[src/rtl/rdr_pkg.sv]
package rdr_pkg;

    // Configuration register indexes
    localparam logic [2:0] REG_CIRCUIT_OPEN = 3'd0;
    localparam logic [2:0] REG_FALLBACK_IP  = 3'd1;
    localparam logic [2:0] REG_FALLBACK_MAC = 3'd2;
    localparam logic [2:0] REG_FIRST_PORT   = 3'd3;
    localparam logic [2:0] REG_SECOND_PORT  = 3'd4;

    localparam int CFG_AW  = 3;
    localparam int CFG_DW  = 48;
    localparam int TDATA_W = 40;

    localparam logic [15:0] FIRST_PORT_RESET  = 16'd8000;
    localparam logic [15:0] SECOND_PORT_RESET = 16'd50051;
    localparam logic [15:0] ETHERTYPE_IPV4    = 16'h0800;
    localparam logic [7:0]  PROTO_TCP         = 8'd6;
    localparam logic [15:0] ONES16            = 16'hffff;

    // Byte counts that bound the decision point
    localparam logic [7:0] IHL_BYTE_AVAIL = 8'd15;
    localparam logic [7:0] TCP_HDR_END    = 8'd34;

    // Header words (cells) that hold fields of interest
    localparam int CELL_MAC_HI    = 0;
    localparam int CELL_MAC_LO    = 1;
    localparam int CELL_ETHTYPE   = 3;
    localparam int CELL_PORT_BASE = 4;
    localparam int CELL_PROTO     = 5;
    localparam int CELL_CSUM      = 6;
    localparam int CELL_IP_HI     = 7;
    localparam int CELL_IP_LO     = 8;

    typedef struct packed {
        logic        hit;
        logic [15:0] csum;
        logic [3:0]  ihl;
    } rdr_dec_t;

    typedef struct packed {
        logic [31:0] word;
        logic [3:0]  mask;
    } rdr_patch_t;

    function automatic logic [2:0] norm_bytes(logic [2:0] b);
        logic [2:0] r;
        r = b;
        if (b == 3'd0 || b > 3'd4)
        begin
            r = 3'd4;
        end
        return r;
    endfunction

    // Byte lanes of one header word that a redirect overwrites; mask bit 3 is the earliest byte
    function automatic rdr_patch_t patch_for(int idx, logic [47:0] mac, logic [31:0] ip,
                                             logic [15:0] csum);
        rdr_patch_t p;
        p.word = 32'd0;
        p.mask = 4'b0000;
        case (idx)
            CELL_MAC_HI:
            begin
                p.word = mac[47:16];
                p.mask = 4'b1111;
            end
            CELL_MAC_LO:
            begin
                p.word = {mac[15:0], 16'd0};
                p.mask = 4'b1100;
            end
            CELL_CSUM:
            begin
                p.word = {csum, 16'd0};
                p.mask = 4'b1100;
            end
            CELL_IP_HI:
            begin
                p.word = {16'd0, ip[31:16]};
                p.mask = 4'b0011;
            end
            CELL_IP_LO:
            begin
                p.word = {ip[15:0], 16'd0};
                p.mask = 4'b1100;
            end
            default:
            begin
                p.mask = 4'b0000;
            end
        endcase
        return p;
    endfunction

endpackage

[src/rtl/tcp_port_redirect_rewriter_core.sv]
// TCP destination redirect with incremental IPv4 checksum patch.
// Slave stream: one 32-bit frame word per transfer (earliest byte in bits 31:24),
// byte count in tdata[34:32], tlast on the final word. Master stream: the same
// words after any rewrite, with the frame verdict in tuser (1 = redirected).
// Each header transfer is stored in one of a row of word cells, and input is
// held off while a check state tests whether the decision point is reached. At
// the decision a redirected frame has its destination MAC, IPv4 address and
// header checksum patched in place, and the cells shift out through the output
// register one word per cycle while the master side accepts, with input held
// off. The rest of the frame then streams at one word per cycle while the
// master side accepts. A frame that ends before the decision point is flushed
// unchanged. Past the header, a stalled master side holds the output register
// and backpressures the slave side once it is full. Reset empties the cells and
// output register and loads register defaults (ports 8000 and 50051, circuit
// closed). Configuration writes are taken at any cycle and belong between frames.
module tcp_port_redirect_rewriter_core
    import rdr_pkg::*;
#(
    parameter int HEADER_WORDS = 24
)
(
    input  logic                clk,
    input  logic                rst_n,
    input  logic                s_tvalid,
    output logic                s_tready,
    input  logic [TDATA_W-1:0]  s_tdata,   // [31:0] word_in, [34:32] bytes_in
    input  logic                s_tlast,
    output logic                m_tvalid,
    input  logic                m_tready,
    output logic [TDATA_W-1:0]  m_tdata,   // [31:0] word_out, [34:32] bytes_out
    output logic                m_tlast,
    output logic                m_tuser,   // [0] verdict
    input  logic                cfg_we,
    input  logic [CFG_AW-1:0]   cfg_addr,
    input  logic [CFG_DW-1:0]   cfg_wdata
);

    localparam int IDXW = $clog2(HEADER_WORDS);
    localparam int CNTW = $clog2(HEADER_WORDS + 1);
    localparam int AVW  = CNTW + 3;

    localparam logic [1:0] S_COLLECT = 2'd0;
    localparam logic [1:0] S_CHECK   = 2'd1;
    localparam logic [1:0] S_FLUSH   = 2'd2;
    localparam logic [1:0] S_STREAM  = 2'd3;

    logic [1:0]      state_reg, state_next;
    logic [CNTW-1:0] count_reg, count_next;
    logic            last_reg, last_next;
    logic [2:0]      lastb_reg, lastb_next;
    logic            verdict_reg, verdict_next;
    logic            flast_reg, flast_next;

    logic            circuit_open_reg;
    logic [31:0]     fallback_ip_reg;
    logic [47:0]     fallback_mac_reg;
    logic [15:0]     first_port_reg;
    logic [15:0]     second_port_reg;

    logic            ovalid_reg, ovalid_next;
    logic [31:0]     oword_reg, oword_next;
    logic [2:0]      obytes_reg, obytes_next;
    logic            olast_reg, olast_next;
    logic            overdict_reg, overdict_next;

    logic            can_load;
    logic            in_xfer;
    logic [2:0]      in_bytes;
    logic            load;
    logic            shift;
    logic            rewrite;
    logic [31:0]     cell_word [HEADER_WORDS];
    logic [2:0]      head_bytes;
    rdr_dec_t        dec;
    logic [AVW-1:0]  avail;
    logic [AVW-1:0]  needed;
    logic            enough;

    assign can_load = !ovalid_reg || m_tready;
    assign s_tready = (state_reg == S_COLLECT) || ((state_reg == S_STREAM) && can_load);
    assign in_xfer  = s_tvalid && s_tready;
    assign in_bytes = norm_bytes(s_tdata[34:32]);

    always_ff @(posedge clk or negedge rst_n)
    begin
        if (!rst_n)
        begin
            circuit_open_reg <= 1'b0;
            fallback_ip_reg  <= 32'd0;
            fallback_mac_reg <= 48'd0;
            first_port_reg   <= FIRST_PORT_RESET;
            second_port_reg  <= SECOND_PORT_RESET;
        end
        else if (cfg_we)
        begin
            unique case (cfg_addr)
                REG_CIRCUIT_OPEN: circuit_open_reg <= cfg_wdata[0];
                REG_FALLBACK_IP:  fallback_ip_reg  <= cfg_wdata[31:0];
                REG_FALLBACK_MAC: fallback_mac_reg <= cfg_wdata[47:0];
                REG_FIRST_PORT:   first_port_reg   <= cfg_wdata[15:0];
                REG_SECOND_PORT:  second_port_reg  <= cfg_wdata[15:0];
                default:          ;
            endcase
        end
    end

    rdr_chain #(
        .N (HEADER_WORDS)
    ) u_chain (
        .clk        (clk),
        .load       (load),
        .load_idx   (count_reg[IDXW-1:0]),
        .load_word  (s_tdata[31:0]),
        .load_bytes (in_bytes),
        .shift      (shift),
        .rewrite    (rewrite),
        .mac        (fallback_mac_reg),
        .ip         (fallback_ip_reg),
        .csum       (dec.csum),
        .cell_word  (cell_word),
        .head_bytes (head_bytes)
    );

    rdr_decide #(
        .N (HEADER_WORDS)
    ) u_decide (
        .cell_word    (cell_word),
        .circuit_open (circuit_open_reg),
        .fallback_ip  (fallback_ip_reg),
        .first_port   (first_port_reg),
        .second_port  (second_port_reg),
        .dec          (dec)
    );

    // Bytes held so far; only the last word's count shortens the frame
    assign avail  = last_reg ? (AVW'(count_reg - 1'b1) << 2) + AVW'(lastb_reg)
                             : AVW'(count_reg) << 2;
    assign needed = AVW'(TCP_HDR_END) + (AVW'(dec.ihl) << 2);
    assign enough = avail >= needed;

    always_comb
    begin
        state_next    = state_reg;
        count_next    = count_reg;
        last_next     = last_reg;
        lastb_next    = lastb_reg;
        verdict_next  = verdict_reg;
        flast_next    = flast_reg;
        ovalid_next   = ovalid_reg && !m_tready;
        oword_next    = oword_reg;
        obytes_next   = obytes_reg;
        olast_next    = olast_reg;
        overdict_next = overdict_reg;
        load          = 1'b0;
        shift         = 1'b0;
        rewrite       = 1'b0;

        unique case (state_reg)
            S_COLLECT:
            begin
                if (in_xfer)
                begin
                    load       = 1'b1;
                    count_next = count_reg + 1'b1;
                    last_next  = s_tlast;
                    lastb_next = in_bytes;
                    state_next = S_CHECK;
                end
            end
            S_CHECK:
            begin
                if ((avail >= AVW'(IHL_BYTE_AVAIL))
                    && (enough || (count_reg >= CNTW'(HEADER_WORDS))))
                begin
                    verdict_next = enough && dec.hit;
                    rewrite      = enough && dec.hit;
                    flast_next   = last_reg;
                    state_next   = S_FLUSH;
                end
                else if (last_reg)
                begin
                    verdict_next = 1'b0;
                    flast_next   = 1'b1;
                    state_next   = S_FLUSH;
                end
                else
                begin
                    state_next = S_COLLECT;
                end
            end
            S_FLUSH:
            begin
                if (can_load)
                begin
                    shift         = 1'b1;
                    ovalid_next   = 1'b1;
                    oword_next    = cell_word[0];
                    obytes_next   = head_bytes;
                    olast_next    = flast_reg && (count_reg == CNTW'(1));
                    overdict_next = verdict_reg;
                    count_next    = count_reg - 1'b1;
                    if (count_reg == CNTW'(1))
                    begin
                        // Frame fully out or continue with the body
                        state_next   = flast_reg ? S_COLLECT : S_STREAM;
                        verdict_next = flast_reg ? 1'b0 : verdict_reg;
                    end
                end
            end
            S_STREAM:
            begin
                if (in_xfer)
                begin
                    ovalid_next   = 1'b1;
                    oword_next    = s_tdata[31:0];
                    obytes_next   = in_bytes;
                    olast_next    = s_tlast;
                    overdict_next = verdict_reg;
                    if (s_tlast)
                    begin
                        state_next   = S_COLLECT;
                        verdict_next = 1'b0;
                    end
                end
            end
            default:
            begin
                state_next = S_COLLECT;
            end
        endcase
    end

    always_ff @(posedge clk or negedge rst_n)
    begin
        if (!rst_n)
        begin
            state_reg   <= S_COLLECT;
            count_reg   <= '0;
            last_reg    <= 1'b0;
            lastb_reg   <= 3'd4;
            verdict_reg <= 1'b0;
            flast_reg   <= 1'b0;
            ovalid_reg  <= 1'b0;
        end
        else
        begin
            state_reg   <= state_next;
            count_reg   <= count_next;
            last_reg    <= last_next;
            lastb_reg   <= lastb_next;
            verdict_reg <= verdict_next;
            flast_reg   <= flast_next;
            ovalid_reg  <= ovalid_next;
        end
    end

    always_ff @(posedge clk)
    begin
        oword_reg    <= oword_next;
        obytes_reg   <= obytes_next;
        olast_reg    <= olast_next;
        overdict_reg <= overdict_next;
    end

    assign m_tvalid = ovalid_reg;
    assign m_tdata  = {{(TDATA_W - 35){1'b0}}, obytes_reg, oword_reg};
    assign m_tlast  = olast_reg;
    assign m_tuser  = overdict_reg;

`ifndef SYNTHESIS
    a_flush_nonempty: assert property (@(posedge clk) disable iff (!rst_n)
        state_reg == S_FLUSH |-> count_reg != '0)
        else $error("flush with no held header words");

    a_store_then_check: assert property (@(posedge clk) disable iff (!rst_n)
        (state_reg == S_COLLECT) && s_tvalid && s_tready |=> state_reg == S_CHECK)
        else $error("stored header word not checked");

    a_count_bound: assert property (@(posedge clk) disable iff (!rst_n)
        count_reg <= CNTW'(HEADER_WORDS))
        else $error("header word count beyond store depth");

    a_no_input_in_flush: assert property (@(posedge clk) disable iff (!rst_n)
        (state_reg == S_FLUSH) || (state_reg == S_CHECK) |-> !s_tready)
        else $error("input taken while header is pending");
`endif

endmodule

[src/rtl/rdr_cell.sv]
module rdr_cell
    import rdr_pkg::*;
(
    input  logic        clk,
    input  logic        load,
    input  logic        shift,
    input  logic        patch,
    input  logic [31:0] load_word,
    input  logic [2:0]  load_bytes,
    input  logic [31:0] nbr_word,
    input  logic [2:0]  nbr_bytes,
    input  rdr_patch_t  patch_data,
    output logic [31:0] word,
    output logic [2:0]  bytes
);

    logic [31:0] word_reg;
    logic [31:0] word_next;
    logic [2:0]  bytes_reg;
    logic [2:0]  bytes_next;

    always_comb
    begin
        word_next  = word_reg;
        bytes_next = bytes_reg;
        if (load)
        begin
            word_next  = load_word;
            bytes_next = load_bytes;
        end
        else if (shift)
        begin
            word_next  = nbr_word;
            bytes_next = nbr_bytes;
        end
        else if (patch)
        begin
            for (int b = 0; b < 4; b++)
            begin
                if (patch_data.mask[b])
                begin
                    word_next[b*8 +: 8] = patch_data.word[b*8 +: 8];
                end
            end
        end
    end

    always_ff @(posedge clk)
    begin
        word_reg  <= word_next;
        bytes_reg <= bytes_next;
    end

    assign word  = word_reg;
    assign bytes = bytes_reg;

endmodule

[src/rtl/rdr_chain.sv]
module rdr_chain
    import rdr_pkg::*;
#(
    parameter int N = 24
)
(
    input  logic                 clk,
    input  logic                 load,
    input  logic [$clog2(N)-1:0] load_idx,
    input  logic [31:0]          load_word,
    input  logic [2:0]           load_bytes,
    input  logic                 shift,
    input  logic                 rewrite,
    input  logic [47:0]          mac,
    input  logic [31:0]          ip,
    input  logic [15:0]          csum,
    output logic [31:0]          cell_word [N],
    output logic [2:0]           head_bytes
);

    logic [2:0] cell_bytes [N];

    genvar i;
    generate
        for (i = 0; i < N; i++)
        begin : g_cell
            localparam int NB = (i == N - 1) ? i : i + 1;
            rdr_patch_t pd;
            logic       pen;

            assign pd  = patch_for(i, mac, ip, csum);
            assign pen = rewrite && (pd.mask != 4'b0000);

            rdr_cell u_cell (
                .clk        (clk),
                .load       (load && (load_idx == ($clog2(N))'(i))),
                .shift      (shift),
                .patch      (pen),
                .load_word  (load_word),
                .load_bytes (load_bytes),
                .nbr_word   (cell_word[NB]),
                .nbr_bytes  (cell_bytes[NB]),
                .patch_data (pd),
                .word       (cell_word[i]),
                .bytes      (cell_bytes[i])
            );
        end
    endgenerate

    assign head_bytes = cell_bytes[0];

endmodule

[src/rtl/rdr_decide.sv]
module rdr_decide
    import rdr_pkg::*;
#(
    parameter int N = 24
)
(
    input  logic [31:0] cell_word [N],
    input  logic        circuit_open,
    input  logic [31:0] fallback_ip,
    input  logic [15:0] first_port,
    input  logic [15:0] second_port,
    output rdr_dec_t    dec
);

    logic [3:0]  ihl;
    logic [15:0] dport;
    logic [15:0] hc;
    logic [15:0] old_hi;
    logic [15:0] old_lo;
    logic [18:0] sum;
    logic [16:0] fold1;
    logic [15:0] fold2;
    logic        is_ipv4;
    logic        is_tcp;
    logic        port_hit;

    assign ihl = cell_word[CELL_ETHTYPE][11:8];

    // TCP destination port sits in the upper half of header word 4 + IHL
    always_comb
    begin
        dport = 16'd0;
        for (int k = 0; k < 16; k++)
        begin
            if (ihl == 4'(k))
            begin
                dport = cell_word[CELL_PORT_BASE + k][31:16];
            end
        end
    end

    assign is_ipv4  = cell_word[CELL_ETHTYPE][31:16] == ETHERTYPE_IPV4;
    assign is_tcp   = cell_word[CELL_PROTO][7:0] == PROTO_TCP;
    assign port_hit = (dport == first_port) || (dport == second_port);

    assign hc     = cell_word[CELL_CSUM][31:16];
    assign old_hi = cell_word[CELL_IP_HI][15:0];
    assign old_lo = cell_word[CELL_IP_LO][31:16];

    // HC' = ~(~HC + ~m + m') with end-around carry
    assign sum   = 19'(hc ^ ONES16) + 19'(old_hi ^ ONES16) + 19'(old_lo ^ ONES16)
                 + 19'(fallback_ip[31:16]) + 19'(fallback_ip[15:0]);
    assign fold1 = 17'(sum[15:0]) + 17'(sum[18:16]);
    assign fold2 = fold1[15:0] + 16'(fold1[16]);

    assign dec.hit  = is_ipv4 && is_tcp && port_hit && circuit_open;
    assign dec.csum = fold2 ^ ONES16;
    assign dec.ihl  = ihl;

endmodule

[config.mk]
export PLATFORM = sky130hd
export DESIGN_NAME = tcp_port_redirect_rewriter_core
export DESIGN_NICKNAME = d
export VERILOG_FILES = /design/src/rtl/rdr_pkg.sv /design/src/rtl/tcp_port_redirect_rewriter_core.sv /design/src/rtl/rdr_cell.sv /design/src/rtl/rdr_chain.sv /design/src/rtl/rdr_decide.sv
export SDC_FILE = /design/constraint.sdc
export NUM_CORES = 2
export LEC_CHECK = 0
export ABC_CLOCK_PERIOD_IN_PS = 13400
export BUFFER_PORTS_ARGS = -buffer_cell sky130_fd_sc_hd__buf_2
export CAP_MARGIN = 20
export CORE_ASPECT_RATIO = 1.25
export CORE_UTILIZATION = 55
export DETAILED_ROUTE_END_ITERATION = 10
export GPL_TIMING_DRIVEN = 0
export PLACE_DENSITY_LB_ADDON = 0.2
export SLEW_MARGIN = 20
export SYNTH_ARGS = -nofsm -noshare
export SYNTH_HDL_FRONTEND = slang
export SYNTH_SLANG_ARGS = --single-unit
[constraint.sdc]
create_clock -name clk -period 13.4 [get_ports clk]
set_input_delay 1.34 -clock clk [delete_from_list [all_inputs] [get_ports clk]]
set_output_delay 1.34 -clock clk [all_outputs]
set_load 0.02 [all_outputs]
==> summary.txt <==
Synthesis
  • Synth Area per Inst: 13.3 µm²
  • Synth Register Bits: 1004
  • Yosys top cell area share: 53.7%
  • Number of synthesized flops with an enable pin: 877
  • Sequential-to-total area share from yosys stat: 60.2%
  • Mapped Cells: 3697
  • Top FF cell, synth: edfxtp_1
  • Ys async rst share: 12.6%
  • Yosys top cell by area: edfxtp_1
  • Post-synth cell types: 98
  • Largest cells by area after synthesis: edfxtp_1 54%, mux2_2 16%, dfrtp_1 5.8%
  • Mapped Area: 49100 µm²
  • Ys Warns: 0

Timing
  • Min Tclk post-route: 9.84 ns
  • Final worst-path cycle share: 73.5%
  • Final setup viols: 0
  • Max Fclk: 0.102 GHz
  • Setup_tns: 0 ns
  • Worst Skew: 0.0363 ns
  • RSZ-0062 raised after global routing: no
  • Final setup margin: 3.56 ns
  • Slew headroom: 16.7%
  • Final Slew Violations: 0
  • Hold Violations, Final: 0
  • Hold_ws: 0.499 ns
  • Tightest Pin Transition: 1.24 ns

Global routing
  • Met1 usage: 44.7%
  • Vias in the first global route: 31700
  • Largest net degree at the start of global routing: 94
  • Met2 Use GR: 55.7%
  • Total Routing Usage GR: 34.9%
  • GR Layer Usage met3: 7.02%
  • Global-route wire length before repair: 224 mm
  • Number of antenna violations at the first check in global routing: 10
  • Most used routing layer: met2
  • GRT Residual Overflow: 0

Cells and area
  • Nets: 4144
  • Design Area, Final: 55100 µm²
  • Most common library cell in the layout ignoring fill and taps: edfxtp_1
  • Most frequent cells in the layout: 877 x edfxtp_1, 714 x mux2_2, 397 x nand2_1
  • Fillers: 6803
  • Area growth, synth to finish: 12.2%
  • Share of cells above drive strength 1: 28.1%
  • Max FFs per register: 768

Placed design
  • IO Port Bufs: 130
  • Post-DP HPWL: 122 mm
  • RD Place Congestion: 1.04
  • Worst slack, placed: 3.83 ns
  • Area after DPL: 51900 µm²

Worst setup path
  • Crit Path Max Fanout: 7
  • Most used cell, CP: o21ai_0
  • Critical Path AT: 10.36 ns
  • Critical Path RT: 13.91 ns
  • CP endpoint kind: register
  • Startpoint types: register
  • CP Class: reg -> reg
  • CP max-delay cell: edfxtp_1
  • Max incr delay on CP: 0.54 ns

Routing
  • Iter 0 DRT Violations: 4200
  • DRT Wirelength: 159 mm
  • WL/cell: 30.4 µm
  • TritonRoute pass-1 iters: 6
  • Residual DRC: 0
  • Routed Antenna Nets: 0
  • Via count: 32800
  • Via/cell ratio: 6.30

Clock tree
  • H-Tree Depth: 3
  • CTS Sinks: 1004
  • Clock Latency Late Sink: 0.69 ns
  • # resized after CTS: 0
  • Worst-path clk slew: 0.07 ns
  • CTS tree: done
  • # Post-CTS Setup Buffers: 0
  • CTS max path bufs: 3
  • Cts bufs inserted: 99
  • Root buffer cell: clkbuf_16
  • Hold Buf Count CTS: 0

Floorplan
  • IO Count: 141
  • Die ar.: 90400 µm²
  • Height of the chip: 336 µm
  • Starting Density: 55.5%
  • CORE AREA: 88400 µm²
  • Site Rows: 122
  • Die Wd: 269 µm

Flow run
  • Max Cap Viol: 0

Outcome
  • Outcome: finished, final reports clean

Hold path
  • Worst hold path class: reg -> reg
-- routing by layer --
metal,vias to the layer above,part of all wire (%),routed length (µm)
met4,8,6.1,9710
met5,-,0.030,47
met3,410,9.3,14800
li1,14200,-,-
met2,1751,46,73400
met1,16400,38,60500
-- synth_stat cells, types with 27 or more instances --
library cell	n
nor2b_1	33
nand2_1	416
edfxtp_1	877
clkbuf_1	233
mux2i_1	27
fa_1	35
a31oi_1	85
inv_1	118
mux2_2	714
nor3_1	27
dfrtp_1	113
xor2_1	27
xnor2_1	49
o21ai_0	209
nand3_1	35
nor2_1	175
a21oi_1	72
o22ai_1	32
ha_1	55
a22o_1	44
-- through the flow --
step | cells | utilization (%)
floorplan | 3701 | -
global placement | 5009 | 57.9
detailed placement | 5034 | 58.7
CTS | 5213 | 62.3
global route | 5214 | 62.3
finish | 5215 | 62.3
-- logic make-up after synthesis --
group	share of synthesized area [%]
buffers and inverters	3.26
other	0.00764
muxes	17.5
DFF	60.2
xor gates and xnor gates	1.40
AOI/OAI and AO/OA	7.66
adders and majority gates	2.85
and+or+nand+nor	7.09
-- final timing paths --
kind | start | to | slack, ns | cells after the start
setup / recovery | u_chain.g_cell[6].u_cell.word[16] | u_chain.g_cell[6].u_cell.word[29] | 3.56 | 41
setup reg to reg | u_chain.g_cell[6].u_cell.word[16] | u_chain.g_cell[6].u_cell.word[29] | 3.56 | 41
min in group asynchronous | rst_n | first_port_reg[2] | 0.53 | 1
hold / removal | lastb_reg[2] | lastb_reg[2] | 0.50 | 2
max in group asynchronous | rst_n | fallback_ip_reg[26] | 12.05 | 2
hold reg to reg | lastb_reg[2] | lastb_reg[2] | 0.50 | 2
-- final cells by class --
type                       count  area (µm²)  share of cell area (%)
clock buffer                 124        2650                    4.82
tap                         1178        1470                    2.68
multi-input combinational   2302       18000                    32.8
inverter                     120         450                   0.818
timing repair buffer         155        1280                    2.33
antenna                        2        5.00                 0.00909
buffer                       275        1150                    2.09
clock inverter                55         483                   0.877
sequential                  1004       29500                    53.6
-- critical path: cells and delay by family (launching register included) --
family	cells	cell delay, ns
flops	1	0.54
fa+ha+maj	8	2.66
compound gates	13	2.85
xor+xnor	2	0.48
simple gates	14	2.83
buf+inv	4	0.27
Power is left out: the tool's default activity adds up to more than one toggle a clock period on the data nets, which glitch-free logic cannot reach.
